`src/rtl/core/psag_pkg.sv`:
```
// ----------------------------------------------------------------------------
// psag_pkg
// Shared constants and types of the pixel shuffle address generator.
// ----------------------------------------------------------------------------
package psag_pkg;

   localparam int ADDR_BITS_DEFAULT = 24;
   localparam int DATA_BITS_DEFAULT = 32;

   // the data word is passed through at no more than this many bits
   localparam int WORD_KEEP_BITS = 32;

   // register port
   localparam int CSR_INDEX_BITS = 3;
   localparam int CSR_DATA_BITS  = 13;

   localparam logic [CSR_INDEX_BITS-1:0] CSR_DIRECTION = 3'd0;
   localparam logic [CSR_INDEX_BITS-1:0] CSR_SCALE     = 3'd1;
   localparam logic [CSR_INDEX_BITS-1:0] CSR_BATCH     = 3'd2;
   localparam logic [CSR_INDEX_BITS-1:0] CSR_CHANNELS  = 3'd3;
   localparam logic [CSR_INDEX_BITS-1:0] CSR_HEIGHT    = 3'd4;
   localparam logic [CSR_INDEX_BITS-1:0] CSR_WIDTH     = 3'd5;

   // address arithmetic: multiply operand and addend widths, steps per item
   localparam int MUL_BITS  = 14;
   localparam int ADD_BITS  = 13;
   localparam int MAC_STEPS = 3;

   // depth of the queue between front and back, a power of two
   localparam int QUEUE_DEPTH = 4;

   // tensor shape after clamping, held stable while items stream
   typedef struct packed {
      logic        dir;
      logic [3:0]  r;
      logic [6:0]  rr;
      logic [6:0]  nb;
      logic [12:0] c_lo;
      logic [12:0] c_hi;
      logic [10:0] h_lo;
      logic [13:0] h_hi;
      logic [10:0] w_lo;
      logic [13:0] w_hi;
      logic        shape_err;
   } shape_type;

   // one classified item: batch index and the three addends of the address
   typedef struct packed {
      logic [5:0]  n;
      logic [11:0] b;
      logic [12:0] d;
      logic [12:0] e;
      logic        last;
   } job_type;

endpackage

```
`src/rtl/core/psag_queue.sv`:
```
// ----------------------------------------------------------------------------
// psag_queue
// Short first-in first-out queue between the front and the back.
// ----------------------------------------------------------------------------
module psag_queue #(
   parameter int WIDTH = 8
) (
   input  logic             clock,
   input  logic             reset,
   input  logic             push,
   input  logic [WIDTH-1:0] wdata,
   output logic             full,
   input  logic             pop,
   output logic [WIDTH-1:0] rdata,
   output logic             empty
);

   localparam int DEPTH    = psag_pkg::QUEUE_DEPTH;
   localparam int PTR_BITS = $clog2(DEPTH);

   logic [WIDTH-1:0]  mem [DEPTH];
   logic [PTR_BITS-1:0] wr_ptr_ff, wr_ptr_in;
   logic [PTR_BITS-1:0] rd_ptr_ff, rd_ptr_in;
   logic [PTR_BITS:0]   count_ff, count_in;
   logic                push_ok, pop_ok;

   assign full    = (count_ff == (PTR_BITS+1)'(DEPTH));
   assign empty   = (count_ff == '0);
   assign push_ok = push && !full;
   assign pop_ok  = pop && !empty;
   assign rdata   = mem[rd_ptr_ff];

   always_comb begin
      wr_ptr_in = push_ok ? wr_ptr_ff + 1'b1 : wr_ptr_ff;
      rd_ptr_in = pop_ok ? rd_ptr_ff + 1'b1 : rd_ptr_ff;
      count_in  = count_ff;
      if (push_ok && !pop_ok) begin
         count_in = count_ff + 1'b1;
      end else if (pop_ok && !push_ok) begin
         count_in = count_ff - 1'b1;
      end
   end

   always_ff @(posedge clock) begin
      if (reset) begin
         wr_ptr_ff <= '0;
         rd_ptr_ff <= '0;
         count_ff  <= '0;
      end else begin
         wr_ptr_ff <= wr_ptr_in;
         rd_ptr_ff <= rd_ptr_in;
         count_ff  <= count_in;
      end
   end

   always_ff @(posedge clock) begin
      if (push_ok) begin
         mem[wr_ptr_ff] <= wdata;
      end
   end

endmodule

```
`src/rtl/core/psag_front.sv`:
```
// ----------------------------------------------------------------------------
// psag_front
// Register file, shape setup and position counters; classifies each item.
// ----------------------------------------------------------------------------
module psag_front (
   input  logic                                  clock,
   input  logic                                  reset,
   input  logic                                  req_push,
   output logic                                  req_full,
   input  logic                                  csr_valid,
   output logic                                  csr_ready,
   input  logic [psag_pkg::CSR_INDEX_BITS-1:0]   csr_index,
   input  logic [psag_pkg::CSR_DATA_BITS-1:0]    csr_data,
   input  logic                                  q_full,
   output logic                                  q_push,
   output psag_pkg::job_type                     q_job,
   output psag_pkg::shape_type                   shape
);

   localparam int DIV_STEPS = 13;
   localparam int CNT_BITS  = $clog2(DIV_STEPS + 1);

   // registers as written
   logic        dir_ff, dir_in;
   logic [3:0]  scale_ff, scale_in;
   logic [6:0]  batch_ff, batch_in;
   logic [12:0] chan_ff, chan_in;
   logic [10:0] height_ff, height_in;
   logic [10:0] width_ff, width_in;
   logic        cfg_hit;

   // clamped shape
   logic [3:0]  r_cl;
   logic [6:0]  nb_cl;
   logic [12:0] c_cl;
   logic [10:0] h_cl;
   logic [10:0] w_cl;
   psag_pkg::shape_type shape_ff, shape_in;

   // channel count divided by r*r
   logic                div_load_ff;
   logic [CNT_BITS-1:0] div_cnt_ff;
   logic [12:0]         div_num_ff, div_num_in;
   logic [6:0]          div_rem_ff, div_rem_in;
   logic [7:0]          rem_try;
   logic                rem_ge;
   logic                busy;

   // positions and their digits
   logic [5:0]  n_ff, n_in;
   logic [11:0] c_ff, c_in;
   logic [12:0] h_ff, h_in;
   logic [12:0] w_ff, w_in;
   logic [2:0]  c0_ff, c0_in, c1_ff, c1_in;
   logic [11:0] cq_ff, cq_in, cs_ff, cs_in;
   logic [2:0]  hr_ff, hr_in, wr_ff, wr_in;
   logic [9:0]  hq_ff, hq_in, wq_ff, wq_in;
   logic [12:0] hs_ff, hs_in, ws_ff, ws_in;

   logic [12:0] lim_c;
   logic [13:0] lim_h, lim_w;
   logic        n_last, c_last, h_last, w_last;
   logic [2:0]  r_m1;
   logic [6:0]  hrr;
   logic        push_ok;

   assign csr_ready = 1'b1;

   always_comb begin
      dir_in    = dir_ff;
      scale_in  = scale_ff;
      batch_in  = batch_ff;
      chan_in   = chan_ff;
      height_in = height_ff;
      width_in  = width_ff;
      cfg_hit   = 1'b0;
      if (csr_valid && csr_ready) begin
         case (csr_index)
            psag_pkg::CSR_DIRECTION: begin
               dir_in  = csr_data[0];
               cfg_hit = 1'b1;
            end
            psag_pkg::CSR_SCALE: begin
               scale_in = csr_data[3:0];
               cfg_hit  = 1'b1;
            end
            psag_pkg::CSR_BATCH: begin
               batch_in = csr_data[6:0];
               cfg_hit  = 1'b1;
            end
            psag_pkg::CSR_CHANNELS: begin
               chan_in = csr_data[12:0];
               cfg_hit = 1'b1;
            end
            psag_pkg::CSR_HEIGHT: begin
               height_in = csr_data[10:0];
               cfg_hit   = 1'b1;
            end
            psag_pkg::CSR_WIDTH: begin
               width_in = csr_data[10:0];
               cfg_hit  = 1'b1;
            end
            default: begin
               cfg_hit = 1'b0;
            end
         endcase
      end
   end

   always_comb begin
      r_cl  = (scale_ff == 4'd0) ? 4'd1 : ((scale_ff > 4'd8) ? 4'd8 : scale_ff);
      nb_cl = (batch_ff == 7'd0) ? 7'd1 : ((batch_ff > 7'd64) ? 7'd64 : batch_ff);
      c_cl  = (chan_ff == 13'd0) ? 13'd1 : ((chan_ff > 13'd4096) ? 13'd4096 : chan_ff);
      h_cl  = (height_ff == 11'd0) ? 11'd1 : ((height_ff > 11'd1024) ? 11'd1024 : height_ff);
      w_cl  = (width_ff == 11'd0) ? 11'd1 : ((width_ff > 11'd1024) ? 11'd1024 : width_ff);

      shape_in           = '0;
      shape_in.dir       = dir_ff;
      shape_in.r         = r_cl;
      shape_in.rr        = {3'b000, r_cl} * {3'b000, r_cl};
      shape_in.nb        = nb_cl;
      shape_in.c_lo      = c_cl;
      shape_in.h_lo      = h_cl;
      shape_in.h_hi      = {3'b000, h_cl} * {10'd0, r_cl};
      shape_in.w_lo      = w_cl;
      shape_in.w_hi      = {3'b000, w_cl} * {10'd0, r_cl};
   end

   // quotient and remainder come straight from the divider registers
   always_comb begin
      shape           = shape_ff;
      shape.c_hi      = div_num_ff;
      shape.shape_err = (div_rem_ff != 7'd0);
   end

   // restoring division, one quotient bit a cycle
   always_comb begin
      rem_try    = {div_rem_ff, div_num_ff[12]};
      rem_ge     = (rem_try >= {1'b0, shape_ff.rr});
      div_rem_in = rem_ge ? 7'(rem_try - {1'b0, shape_ff.rr}) : rem_try[6:0];
      div_num_in = {div_num_ff[11:0], rem_ge};
   end

   assign busy     = div_load_ff || (div_cnt_ff != '0);
   assign req_full = busy || q_full;
   assign push_ok  = req_push && !req_full;
   assign q_push   = push_ok;

   always_comb begin
      lim_c  = shape.dir ? ((shape.c_hi == 13'd0) ? 13'd1 : shape.c_hi) : shape.c_lo;
      lim_h  = shape.dir ? shape.h_hi : {3'b000, shape.h_lo};
      lim_w  = shape.dir ? shape.w_hi : {3'b000, shape.w_lo};
      n_last = (({1'b0, n_ff} + 7'd1) >= shape.nb);
      c_last = (({1'b0, c_ff} + 13'd1) >= lim_c);
      h_last = (({1'b0, h_ff} + 14'd1) >= lim_h);
      w_last = (({1'b0, w_ff} + 14'd1) >= lim_w);
      r_m1   = 3'(shape.r - 4'd1);
      hrr    = {4'b0000, hr_ff} * {3'b000, shape.r};
   end

   // classify: depth-to-space needs c/rr, (c/r)%r, c%r with h*r and w*r;
   // space-to-depth needs c*rr, h%r, w%r, h/r and w/r
   always_comb begin
      q_job      = '0;
      q_job.n    = n_ff;
      q_job.last = n_last && c_last && h_last && w_last;
      if (shape.dir) begin
         q_job.b = 12'({1'b0, cs_ff} + {6'd0, hrr} + {10'd0, wr_ff});
         q_job.d = {3'b000, hq_ff};
         q_job.e = {3'b000, wq_ff};
      end else begin
         q_job.b = cq_ff;
         q_job.d = hs_ff + {10'd0, c1_ff};
         q_job.e = ws_ff + {10'd0, c0_ff};
      end
   end

   always_comb begin
      n_in  = n_ff;
      c_in  = c_ff;
      c0_in = c0_ff;
      c1_in = c1_ff;
      cq_in = cq_ff;
      cs_in = cs_ff;
      h_in  = h_ff;
      hr_in = hr_ff;
      hq_in = hq_ff;
      hs_in = hs_ff;
      w_in  = w_ff;
      wr_in = wr_ff;
      wq_in = wq_ff;
      ws_in = ws_ff;
      if (cfg_hit) begin
         n_in  = '0;
         c_in  = '0;
         c0_in = '0;
         c1_in = '0;
         cq_in = '0;
         cs_in = '0;
         h_in  = '0;
         hr_in = '0;
         hq_in = '0;
         hs_in = '0;
         w_in  = '0;
         wr_in = '0;
         wq_in = '0;
         ws_in = '0;
      end else if (push_ok) begin
         if (!w_last) begin
            w_in  = w_ff + 13'd1;
            ws_in = ws_ff + {9'd0, shape.r};
            if (wr_ff == r_m1) begin
               wr_in = '0;
               wq_in = wq_ff + 10'd1;
            end else begin
               wr_in = wr_ff + 3'd1;
            end
         end else begin
            w_in  = '0;
            wr_in = '0;
            wq_in = '0;
            ws_in = '0;
            if (!h_last) begin
               h_in  = h_ff + 13'd1;
               hs_in = hs_ff + {9'd0, shape.r};
               if (hr_ff == r_m1) begin
                  hr_in = '0;
                  hq_in = hq_ff + 10'd1;
               end else begin
                  hr_in = hr_ff + 3'd1;
               end
            end else begin
               h_in  = '0;
               hr_in = '0;
               hq_in = '0;
               hs_in = '0;
               if (!c_last) begin
                  c_in  = c_ff + 12'd1;
                  cs_in = cs_ff + {5'd0, shape.rr};
                  if (c0_ff == r_m1) begin
                     c0_in = '0;
                     if (c1_ff == r_m1) begin
                        c1_in = '0;
                        cq_in = cq_ff + 12'd1;
                     end else begin
                        c1_in = c1_ff + 3'd1;
                     end
                  end else begin
                     c0_in = c0_ff + 3'd1;
                  end
               end else begin
                  c_in  = '0;
                  c0_in = '0;
                  c1_in = '0;
                  cq_in = '0;
                  cs_in = '0;
                  n_in  = n_last ? 6'd0 : n_ff + 6'd1;
               end
            end
         end
      end
   end

   always_ff @(posedge clock) begin
      if (reset) begin
         dir_ff      <= 1'b0;
         scale_ff    <= 4'd2;
         batch_ff    <= 7'd1;
         chan_ff     <= 13'd4;
         height_ff   <= 11'd1;
         width_ff    <= 11'd1;
         div_load_ff <= 1'b1;
         div_cnt_ff  <= '0;
         n_ff        <= '0;
         c_ff        <= '0;
         c0_ff       <= '0;
         c1_ff       <= '0;
         cq_ff       <= '0;
         cs_ff       <= '0;
         h_ff        <= '0;
         hr_ff       <= '0;
         hq_ff       <= '0;
         hs_ff       <= '0;
         w_ff        <= '0;
         wr_ff       <= '0;
         wq_ff       <= '0;
         ws_ff       <= '0;
      end else begin
         dir_ff      <= dir_in;
         scale_ff    <= scale_in;
         batch_ff    <= batch_in;
         chan_ff     <= chan_in;
         height_ff   <= height_in;
         width_ff    <= width_in;
         div_load_ff <= cfg_hit;
         if (div_load_ff) begin
            div_cnt_ff <= CNT_BITS'(DIV_STEPS);
         end else if (div_cnt_ff != '0) begin
            div_cnt_ff <= div_cnt_ff - 1'b1;
         end
         n_ff  <= n_in;
         c_ff  <= c_in;
         c0_ff <= c0_in;
         c1_ff <= c1_in;
         cq_ff <= cq_in;
         cs_ff <= cs_in;
         h_ff  <= h_in;
         hr_ff <= hr_in;
         hq_ff <= hq_in;
         hs_ff <= hs_in;
         w_ff  <= w_in;
         wr_ff <= wr_in;
         wq_ff <= wq_in;
         ws_ff <= ws_in;
      end
   end

   // the dividend is taken from the clamped registers in the cycle after a write
   always_ff @(posedge clock) begin
      shape_ff <= shape_in;
      if (div_load_ff) begin
         div_num_ff <= c_cl;
         div_rem_ff <= '0;
      end else if (div_cnt_ff != '0) begin
         div_num_ff <= div_num_in;
         div_rem_ff <= div_rem_in;
      end
   end

endmodule

```
`src/rtl/core/psag_back.sv`:
```
// ----------------------------------------------------------------------------
// psag_back
// Address sequencer: three multiply-add steps on one multiplier, then the
// result register.
// ----------------------------------------------------------------------------
module psag_back #(
   parameter int ADDR_BITS = psag_pkg::ADDR_BITS_DEFAULT,
   parameter int DATA_BITS = psag_pkg::DATA_BITS_DEFAULT
) (
   input  logic                  clock,
   input  logic                  reset,
   input  logic                  q_empty,
   output logic                  q_pop,
   input  logic [DATA_BITS-1:0]  q_word,
   input  psag_pkg::job_type     q_job,
   input  psag_pkg::shape_type   shape,
   output logic                  rsp_empty,
   input  logic                  rsp_pop,
   output logic [DATA_BITS-1:0]  rsp_moved_word,
   output logic [ADDR_BITS-1:0]  rsp_dest_address,
   output logic                  rsp_last_element,
   output logic                  rsp_shape_error
);

   localparam int MUL_BITS  = psag_pkg::MUL_BITS;
   localparam int ADD_BITS  = psag_pkg::ADD_BITS;
   localparam int PW        = ADDR_BITS + MUL_BITS;
   localparam int SUM_BITS  = PW + 1;
   localparam int STEP_BITS = $clog2(psag_pkg::MAC_STEPS);
   localparam int KEEP_BITS = (DATA_BITS < psag_pkg::WORD_KEEP_BITS) ?
                              DATA_BITS : psag_pkg::WORD_KEEP_BITS;
   localparam logic [DATA_BITS-1:0] WORD_MASK = {DATA_BITS{1'b1}} >> (DATA_BITS - KEEP_BITS);

   localparam logic [STEP_BITS-1:0] STEP_CHAN = STEP_BITS'(0);
   localparam logic [STEP_BITS-1:0] STEP_ROW  = STEP_BITS'(1);
   localparam logic [STEP_BITS-1:0] STEP_LAST = STEP_BITS'(psag_pkg::MAC_STEPS - 1);

   typedef enum logic [1:0] {
      S_IDLE,
      S_MUL,
      S_ADD,
      S_SEND
   } state_type;

   state_type             state_ff;
   logic [STEP_BITS-1:0]  step_ff;
   logic [ADDR_BITS-1:0]  x_ff;
   logic                  ovf_ff;
   logic [PW-1:0]         prod_ff;
   logic [DATA_BITS-1:0]  word_ff;
   psag_pkg::job_type     job_ff;
   logic                  out_valid_ff;
   logic [DATA_BITS-1:0]  out_word_ff;
   logic [ADDR_BITS-1:0]  out_addr_ff;
   logic                  out_last_ff;
   logic                  out_err_ff;

   logic [MUL_BITS-1:0]   m_sel;
   logic [ADD_BITS-1:0]   a_sel;
   logic [PW-1:0]         prod_calc;
   logic [SUM_BITS-1:0]   sum_calc;
   logic                  out_free;
   logic                  out_load;

   // address = ((n*A + b)*B + d)*C + e, one factor per step
   always_comb begin
      case (step_ff)
         STEP_CHAN: begin
            m_sel = shape.dir ? {1'b0, shape.c_lo} : {1'b0, shape.c_hi};
            a_sel = {1'b0, job_ff.b};
         end
         STEP_ROW: begin
            m_sel = shape.dir ? {3'b000, shape.h_lo} : shape.h_hi;
            a_sel = job_ff.d;
         end
         default: begin
            m_sel = shape.dir ? {3'b000, shape.w_lo} : shape.w_hi;
            a_sel = job_ff.e;
         end
      endcase
      prod_calc = {{MUL_BITS{1'b0}}, x_ff} * {{ADDR_BITS{1'b0}}, m_sel};
      sum_calc  = {1'b0, prod_ff} + {{(SUM_BITS-ADD_BITS){1'b0}}, a_sel};
   end

   assign out_free = !out_valid_ff || rsp_pop;
   assign out_load = (state_ff == S_SEND) && out_free;
   assign q_pop    = !q_empty && ((state_ff == S_IDLE) || ((state_ff == S_SEND) && out_free));

   assign rsp_empty        = !out_valid_ff;
   assign rsp_moved_word   = out_word_ff;
   assign rsp_dest_address = out_addr_ff;
   assign rsp_last_element = out_last_ff;
   assign rsp_shape_error  = out_err_ff;

   always_ff @(posedge clock) begin
      if (reset) begin
         state_ff     <= S_IDLE;
         out_valid_ff <= 1'b0;
      end else begin
         out_valid_ff <= out_load || (out_valid_ff && !rsp_pop);
         case (state_ff)
            S_IDLE: begin
               if (!q_empty) begin
                  word_ff  <= q_word;
                  job_ff   <= q_job;
                  x_ff     <= ADDR_BITS'(q_job.n);
                  ovf_ff   <= 1'b0;
                  step_ff  <= STEP_CHAN;
                  state_ff <= S_MUL;
               end
            end
            S_MUL: begin
               prod_ff  <= prod_calc;
               state_ff <= S_ADD;
            end
            S_ADD: begin
               x_ff   <= sum_calc[ADDR_BITS-1:0];
               // once past the range it stays past: the later factors are at least one
               ovf_ff <= ovf_ff || (sum_calc[SUM_BITS-1:ADDR_BITS] != '0);
               if (step_ff == STEP_LAST) begin
                  state_ff <= S_SEND;
               end else begin
                  step_ff  <= step_ff + 1'b1;
                  state_ff <= S_MUL;
               end
            end
            S_SEND: begin
               if (out_free) begin
                  out_word_ff  <= word_ff & WORD_MASK;
                  out_addr_ff  <= ovf_ff ? {ADDR_BITS{1'b1}} : x_ff;
                  out_last_ff  <= job_ff.last;
                  out_err_ff   <= ovf_ff || shape.shape_err;
                  if (!q_empty) begin
                     word_ff  <= q_word;
                     job_ff   <= q_job;
                     x_ff     <= ADDR_BITS'(q_job.n);
                     ovf_ff   <= 1'b0;
                     step_ff  <= STEP_CHAN;
                     state_ff <= S_MUL;
                  end else begin
                     state_ff <= S_IDLE;
                  end
               end
            end
            default: begin
               state_ff <= S_IDLE;
            end
         endcase
      end
   end

endmodule

```
`src/rtl/core/pixel_shuffle_address_gen.sv`:
```
// ----------------------------------------------------------------------------
// pixel_shuffle_address_gen
// Takes tensor elements in source NCHW order and returns each data word with
// its linear address in the pixel-shuffled tensor (depth-to-space when
// direction is 0, space-to-depth when 1). The front accepts an item every
// cycle while req_full is low, into a four-entry queue; the back finishes
// one item before it takes the next, paced by its single shared multiplier,
// which runs three multiply-add steps, each a multiply state then an add
// state, then a send state that hands the result to the output register.
// After reset and after every write to a shape register req_full stays high
// while the channel count is divided by r*r. Addresses beyond ADDR_BITS
// saturate to all ones and set shape_error, which is also set on every item
// when the channel count is not a multiple of r*r.
// ----------------------------------------------------------------------------
module pixel_shuffle_address_gen #(
   parameter int ADDR_BITS = psag_pkg::ADDR_BITS_DEFAULT,
   parameter int DATA_BITS = psag_pkg::DATA_BITS_DEFAULT
) (
   input  logic                                 clock,
   input  logic                                 reset,
   input  logic                                 req_push,
   output logic                                 req_full,
   input  logic [DATA_BITS-1:0]                 req_element_word,
   output logic                                 rsp_empty,
   input  logic                                 rsp_pop,
   output logic [DATA_BITS-1:0]                 rsp_moved_word,
   output logic [ADDR_BITS-1:0]                 rsp_dest_address,
   output logic                                 rsp_last_element,
   output logic                                 rsp_shape_error,
   input  logic                                 csr_valid,
   output logic                                 csr_ready,
   input  logic [psag_pkg::CSR_INDEX_BITS-1:0]  csr_index,
   input  logic [psag_pkg::CSR_DATA_BITS-1:0]   csr_data
);

   localparam int JOB_BITS = $bits(psag_pkg::job_type);
   localparam int Q_BITS   = DATA_BITS + JOB_BITS;

   psag_pkg::job_type   front_job;
   psag_pkg::shape_type shape;
   logic                q_push, q_full, q_pop, q_empty;
   logic [Q_BITS-1:0]   q_wdata, q_rdata;

   psag_front u_front (
      .clock     (clock),
      .reset     (reset),
      .req_push  (req_push),
      .req_full  (req_full),
      .csr_valid (csr_valid),
      .csr_ready (csr_ready),
      .csr_index (csr_index),
      .csr_data  (csr_data),
      .q_full    (q_full),
      .q_push    (q_push),
      .q_job     (front_job),
      .shape     (shape)
   );

   assign q_wdata = {req_element_word, front_job};

   psag_queue #(
      .WIDTH (Q_BITS)
   ) u_queue (
      .clock (clock),
      .reset (reset),
      .push  (q_push),
      .wdata (q_wdata),
      .full  (q_full),
      .pop   (q_pop),
      .rdata (q_rdata),
      .empty (q_empty)
   );

   psag_back #(
      .ADDR_BITS (ADDR_BITS),
      .DATA_BITS (DATA_BITS)
   ) u_back (
      .clock            (clock),
      .reset            (reset),
      .q_empty          (q_empty),
      .q_pop            (q_pop),
      .q_word           (q_rdata[Q_BITS-1:JOB_BITS]),
      .q_job            (psag_pkg::job_type'(q_rdata[JOB_BITS-1:0])),
      .shape            (shape),
      .rsp_empty        (rsp_empty),
      .rsp_pop          (rsp_pop),
      .rsp_moved_word   (rsp_moved_word),
      .rsp_dest_address (rsp_dest_address),
      .rsp_last_element (rsp_last_element),
      .rsp_shape_error  (rsp_shape_error)
   );

endmodule

```
`config.mk`:
```
export PLATFORM = sky130hd
export DESIGN_NAME = pixel_shuffle_address_gen
export DESIGN_NICKNAME = d
export VERILOG_FILES = /design/src/rtl/core/psag_pkg.sv /design/src/rtl/core/psag_queue.sv /design/src/rtl/core/psag_front.sv /design/src/rtl/core/psag_back.sv /design/src/rtl/core/pixel_shuffle_address_gen.sv
export SDC_FILE = /design/constraint.sdc
export NUM_CORES = 2
export LEC_CHECK = 0
export CAP_MARGIN = 5
export CORE_MARGIN = 8
export CORE_UTILIZATION = 25
export CTS_BUF_LIST = sky130_fd_sc_hd__clkbuf_4
export DETAILED_ROUTE_END_ITERATION = 16
export DONT_BUFFER_PORTS = 1
export PLACE_DENSITY = 0.47
export SLEW_MARGIN = 30
export SYNTH_ARGS = -nofsm -noshare
export SYNTH_HDL_FRONTEND = slang
export SYNTH_SLANG_ARGS = --single-unit
```
`constraint.sdc`:
```
create_clock -name clock -period 21.6 [get_ports clock]
set_input_delay 1.08 -clock clock [delete_from_list [all_inputs] [get_ports clock]]
set_output_delay 1.08 -clock clock [all_outputs]
set_load 0.05 [all_outputs]
```
## Yosys cells after proc, flatten, opt, wreduce, memory -nomap -nowiden

Memory sizes are Yosys's and may differ from the RTL's. A register that Yosys moved wholly into a read port is not among the register bits.
Cells that the tools add are included.

| cells by class | value |
|---|---|
| reduce and logical (&&, ||, !) cells | 69 |
| div/mod/pow operators | 0 |
| muxes and demuxes | 76 |
| equality and inequality tests | 18 |
| add/sub/neg operators | 31 |
| bitwise operators | 1 |
| multipliers | 5 |
| magnitude comparators | 10 |
| shifts and indexed selects | 0 |

Operator list:

| kind | number |
|---|---|
| $mux 13 | 11 |
| $mux 45 | 2 |
| $pmux 45 s2 | 1 |
| $pmux 24 s3 | 1 |
| $mux 32 | 2 |
| $pmux 32 s2 | 1 |
| $mux 12 | 5 |
| $mux 14 | 4 |
| $mux 24 | 2 |
| $mux 11 | 4 |
| $mux 10 | 4 |
| $add 38x13->39 | 1 |
| $mul 24x14->38 | 1 |
| $mux 38 | 1 |
| $mux 3 | 11 |
| $add 13x1->14 const B | 2 |
| $ge 14x14->1 | 2 |
| $mul 11x4->14 | 2 |
| $pmux 14 s2 | 1 |
| $add 13x1->13 const B | 2 |
| $add 13x3->13 | 2 |
| $add 13x4->13 | 2 |
| $logic_not 13->1 | 2 |
| $pmux 13 s2 | 1 |
| 57 further kinds | 143 |

| word-level totals | value |
|---|---|
| output and inout port bits | 61 |
| memory bits (read-only) | 0 |
| logic and storage cells | 265 |
| memories kept | 1 |
| bits in latches | 0 |
| RAM bits | 308 |
| bits in registers | 490 |

Memories:

| name | depth | bits a word | rd ports | clocked after Yosys merged registers in | wr ports | line | source |
|---|---|---|---|---|---|---|---|
| u_queue.mem | 4 | 77 | 1 | 1 | 1 | psag_queue.sv:21 | `logic [WIDTH-1:0] mem [DEPTH];` |

## Depth between registers and ports, before layout

| logic depth | value |
|---|---|
| word-level depth | 10 |
| gate-level depth with buffers | 30 |
| gate-level depth less buffers | 29 |

## Modules after synthesis

From an unflattened synthesis, not the netlist that was laid out.

| unflattened totals | value |
|---|---|
| cell total of the unflattened synthesis | 4,267 |
| area total of the unflattened synthesis | 48,032.3 um^2 |

Modules (own cells, without submodules):

| module | instances | sequential area each (um^2) | cells each | area each (um^2) |
|---|---|---|---|---|
| psag_back | 1 | 5,885.6 | 1,801 | 19,105.8 |
| psag_front | 1 | 5,695.5 | 2,015 | 17,324.1 |
| psag_queue | 1 | 9,429.0 | 451 | 11,602.4 |

## Worst setup path before layout

OpenSTA, ideal clock, no wires.

| path | value |
|---|---|
| path kind | reg2reg |
| from | register u_back.step_ff[1] |
| to | register u_back.prod_ff[33], data pin |
| library setup time | 0.260 ns |
| cell stages (with the launch flop) | 28 |
| setup slack | 14.041 ns |
| arrival time | 7.300 ns |
| path buffers | 3 |
| cell sequence | edfxtp_1 -> inv_1 -> ha_1 -> clkbuf_1 -> or2_2 -> clkbuf_1 -> nand3_1 -> a21oi_1 -> clkbuf_1 -> nand2_1 -> fa_1 -> fa_1 -> inv_1 -> fa_1 -> fa_1 -> fa_1 -> inv_1 -> fa_1 -> inv_1 -> ha_1 -> o21ai_0 -> a211oi_1 -> nand3_1 -> o21ai_1 -> a31oi_2 -> o41ai_1 -> a31oi_1 -> xnor2_1 |

| between the ends | value |
|---|---|
| word-level cells in the longest chain between the ends | 3 |

RTL lines:

| what | line | source |
|---|---|---|
| start: declaration | psag_back.sv:46 | `logic [STEP_BITS-1:0] step_ff;` |
| start signal: assignment | psag_back.sv:123 | `step_ff <= step_ff + 1'b1;` |
| $eq 2x1->1 or $logic_not 2->1 (tied branches) | psag_back.sv:67 | `case (step_ff)` |
| $pmux 14 s2 * | psag_back.sv:67 |  |
| $mul 24x14->38 * | psag_back.sv:81 | `prod_calc = {{MUL_BITS{1'b0}}, x_ff} * {{ADDR_BITS{1'b0}}, m_sel};` |
| via u_back.prod_calc[33] | psag_back.sv:60 | `logic [PW-1:0] prod_calc;` |
| end signal: assignment | psag_back.sv:113 | `prod_ff <= prod_calc;` |
| end: declaration | psag_back.sv:49 | `logic [PW-1:0] prod_ff;` |

The timed path passes the listed nets; every way through them passes the cells marked *.
A chain may end at the register's enable or synchronous reset.

## Final worst setup path

| path | value |
|---|---|
| from | register u_front.shape_ff (netlist bit u_front.shape[95]) |
| to | register u_back.prod_ff[33], data pin |

| between the ends | value |
|---|---|
| word-level cells in the longest chain between the ends | 3 |

RTL lines:

| what | line | source |
|---|---|---|
| start: declaration | psag_front.sv:38 | `psag_pkg::shape_type shape_ff, shape_in;` |
| start signal: assignment | psag_front.sv:320 | `shape_ff <= shape_in;` |
| $mux 14 (tied with other cells) | psag_back.sv:77 | `m_sel = shape.dir ? {3'b000, shape.w_lo} : shape.w_hi;` |
| $pmux 14 s2 * | psag_back.sv:67 |  |
| $mul 24x14->38 * | psag_back.sv:81 |  |
| via u_back.prod_calc[33] | psag_back.sv:60 |  |

Marked as above.

==> impl_metrics.env <==
export IMPL_grt_max_degree=76
export IMPL_grt_ovfl_total=0
export IMPL_worstPathRequired_ns=22.46
export IMPL_layout_nets=5032
export IMPL_ys_warn_count=0
export IMPL_clockBufferDepth=3
export IMPL_cts_clk_slew_worst_paths_ns=0.07
export IMPL_path_cells="buf_4 -> mux2_2 -> a221o_1 -> buf_4 -> and2_1 -> fa_1 -> inv_1 -> fa_1 -> inv_1 -> fa_1 -> fa_1 -> fa_1 -> inv_1 -> fa_1 -> inv_1 -> ha_1 -> nor2_1 -> a211oi_1 -> nand3_1 -> o21ai_1 -> a31oi_2 -> o41ai_1 -> a31oi_1 -> xnor2_1"
export IMPL_crit_buf_inv=6
export IMPL_drt_wl_total_mm=127
export IMPL_worst_slew_pin_slew_ns=0.977
export IMPL_crit_type="reg -> reg"
export IMPL_timing_rr_start="u_front.shape[95]"
export IMPL_synthDistinctLibCells=92
export IMPL_synthSimpleGateAreaFrac_pct=13.4
export IMPL_muxShareOfSynthArea_pct=5.90
export IMPL_dp_hpwl_mm=89.7
export IMPL_syn_to_final_growth_pct=13.0
export IMPL_grt_setup_unrepaired="false"
export IMPL_synth_compound_area_share_pct=7.37
export IMPL_drv_slew=0
export IMPL_whs_ns=0.255
export IMPL_ant_nets=0
export IMPL_fin_crit_sh_pct=41.7
export IMPL_post_cts_buffers=0
export IMPL_max_freq_mhz=111
export IMPL_status="complete, no violations"
export IMPL_hold_path_class="in -> reg"
export IMPL_synth_seq_cells=792
export IMPL_worstPathMaxFanout=75
export IMPL_synth_edff_count=515
export IMPL_die_w_microns=453
export IMPL_hold_violations=0
export IMPL_first_iter_violations=1891
export IMPL_critPathTopFamily="adder cells"
export IMPL_drc=0
export IMPL_final_setup_tns_ns=0
export IMPL_track_usage_pct=12.3
export IMPL_crit_path_max_incr_delay_ns=0.94
export IMPL_dp_slack_ns=12.67
export IMPL_critPathSlowestCell="dfxtp_4"
export IMPL_syn_inst=4249
export IMPL_syn_area_per_cell_sq_um=11.2
export IMPL_leakage_nw=21.2
export IMPL_avgViaCountPerCell=4.48
export IMPL_finalSetupViolations=0
export IMPL_slew_headroom_pct=34.2
export IMPL_drt_pass1_iter_count=6
export IMPL_vias=31700
export IMPL_synth_main_ff_cell="edfxtp_1"
export IMPL_skew_ns=0.116
export IMPL_clock_latency_ns=1.20
export IMPL_cts_tree="done"
export IMPL_cp_startpoint="u_front.shape[95]"
export IMPL_peakVddDrop_v=0.0000850
export IMPL_worstSetupStartpointType="flop"
export IMPL_cts_inserted_buffers=216
export IMPL_globalplace_congestion=0.802
export IMPL_worst_slack_ns=12.60
export IMPL_dpl_cell_area_sq_um=50700
export IMPL_portBuffers=0
export IMPL_initial_core_util_pct=25.1
export IMPL_mostFrequentLayoutCell="nand2_1"
export IMPL_synth_xor_area_share_pct=4.02
export IMPL_holdCritStartpoint="csr_index[1]"
export IMPL_drive_gt1_share_pct=13.4
export IMPL_final_cell_mix="nand2_1, edfxtp_1, inv_1"
export IMPL_htree_levels=4
export IMPL_synthArstFlopShare_pct=0
export IMPL_synth_fa_ha_area_share_pct=20.3
export IMPL_syn_cell_area_sq_um=47800
export IMPL_synth_top_family_by_area="adder cells"
export IMPL_grt_pass1_vias=33400
export IMPL_maxCapViolations=0
export IMPL_crit_arrival_ns=9.86
export IMPL_worstSetupEndpointType="flop"
export IMPL_p_per_area_nw_per_um2=108
export IMPL_cts_root_buf="clkbuf_4"
export IMPL_antenna_found_initial=8
export IMPL_core_area_sq_um=190000
export IMPL_routedWlPerCell_microns=17.9
export IMPL_design_area_sq_um=54000
export IMPL_ios=114
export IMPL_fp_row_count=160
export IMPL_layout_min_cycle_time_ns=9.00
export IMPL_die_area_sq_um=205000
export IMPL_seq_area_frac_synth_pct=44.0
export IMPL_grt_pass1_wl_mm=198
export IMPL_die_h_microns=453
export IMPL_cts_sinks=792
export IMPL_timing_critical_path_mode_cell="fa_1"
through the flow:
| step | cells | util [%] | power, mW |
|---|---|---|---|
| global route | 7068 | 28.4 | 6.39 |
| global placement | 6634 | 26.7 | 4.56 |
| detailed placement | 6635 | 26.7 | 4.56 |
| finish | 7070 | 28.4 | 5.85 |
| floorplan | 4250 | - | 3.85 |
| CTS | 7064 | 28.4 | 5.98 |
power breakdown:
group / leakage [nW] / total, mW / switching [mW] / internal [mW]
combinational: 12.6 / 2.50 / 1.50 / 0.998
clock: 1.63 / 1.34 / 0.656 / 0.681
sequential: 6.97 / 2.01 / 0.170 / 1.84
sequential cells by signal (all words and copies together), names as in the netlist, 12 cells and up, named ones only:
register and count:
u_queue.mem 308, u_front.shape 80, u_back.job_ff 39, u_back.prod_ff 38
u_back.rsp_moved_word 32, u_back.word_ff 32, u_back.rsp_dest_address 24, u_back.x_ff 24
u_front.chan_ff 13, u_front.div_num_ff 13, u_front.h_ff 13, u_front.hs_ff 13
u_front.w_ff 13, u_front.ws_ff 13, u_front.c_ff 12, u_front.cq_ff 12
u_front.cs_ff 12
area by class of cell:
type                       count  area (sq um)
antenna                        6          15.0
sequential                   792         21000
multi-input combinational   2844         24500
inverter                     435          1630
fill                       19700        136000
timing repair buffer         103           923
clock inverter                59           333
clock buffer                 320          2400
tap                         2511          3140
cell usage after synthesis (52+ instances only):
library cell,n,area [sq um]
clkbuf_1,138,518
dfxtp_1,277,5550
and2_1,179,1120
mux2i_1,62,621
inv_1,432,1620
nand2_1,519,1950
nor2_1,223,837
ha_1,274,3430
edfxtp_1,515,15500
xnor2_1,132,1160
fa_1,313,6270
xor2_1,87,762
mux4_2,77,1730
a21oi_1,172,861
nand3_1,79,395
o21ai_0,100,500
nor2b_1,52,325
repair_timing:
action / 4_1_cts / 5_1_grt
hold buffers: 50 / 0
gates resized for setup: 0 / 0
hold endpoints to repair: 191 / 0
final timing paths:
check	to	slack, ns	cells past startpoint
setup / recovery	u_back.prod_ff[33]	12.60	24
hold / removal	u_front.scale_ff[0]	0.26	3
setup reg to reg	u_back.prod_ff[33]	12.60	24
hold reg to reg	u_back.rsp_moved_word[19]	0.38	0
cell families (layout without fill, tap and decap cells):
| group | count (synthesis) | count (layout) |
|---|---|---|
| flops | 792 | 792 |
| xor+xnor | 219 | 219 |
| simple gates | 1322 | 1322 |
| fa+ha+maj | 587 | 587 |
| mux | 180 | 180 |
| other cells | 2 | 9 |
| buf+inv | 614 | 917 |
| compound gates | 533 | 533 |
worst register-to-register path, stage by stage, from the launching register on:
cell	delay, ns
dfxtp_4	0.94
buf_4	0.81
mux2_2	0.44
a221o_1	0.35
buf_4	0.23
and2_1	0.25
fa_1	0.53
inv_1	0.05
fa_1	0.53
inv_1	0.05
fa_1	0.52
fa_1	0.45
fa_1	0.55
inv_1	0.06
fa_1	0.54
inv_1	0.04
ha_1	0.40
nor2_1	0.08
a211oi_1	0.27
nand3_1	0.11
o21ai_1	0.37
a31oi_2	0.27
o41ai_1	0.55
a31oi_1	0.17
xnor2_1	0.15
metal layers:
metal / share of wire, % / global-route usage (%) / up-vias
li1: - / - / 15000
met5: 0.021 / 0 / -
met3: 4.1 / 2.12 / 195
met1: 45 / 15.8 / 15800
met4: 2.5 / 3.95 / 4
met2: 49 / 21.1 / 650
(Power assumes the default switching activity.)
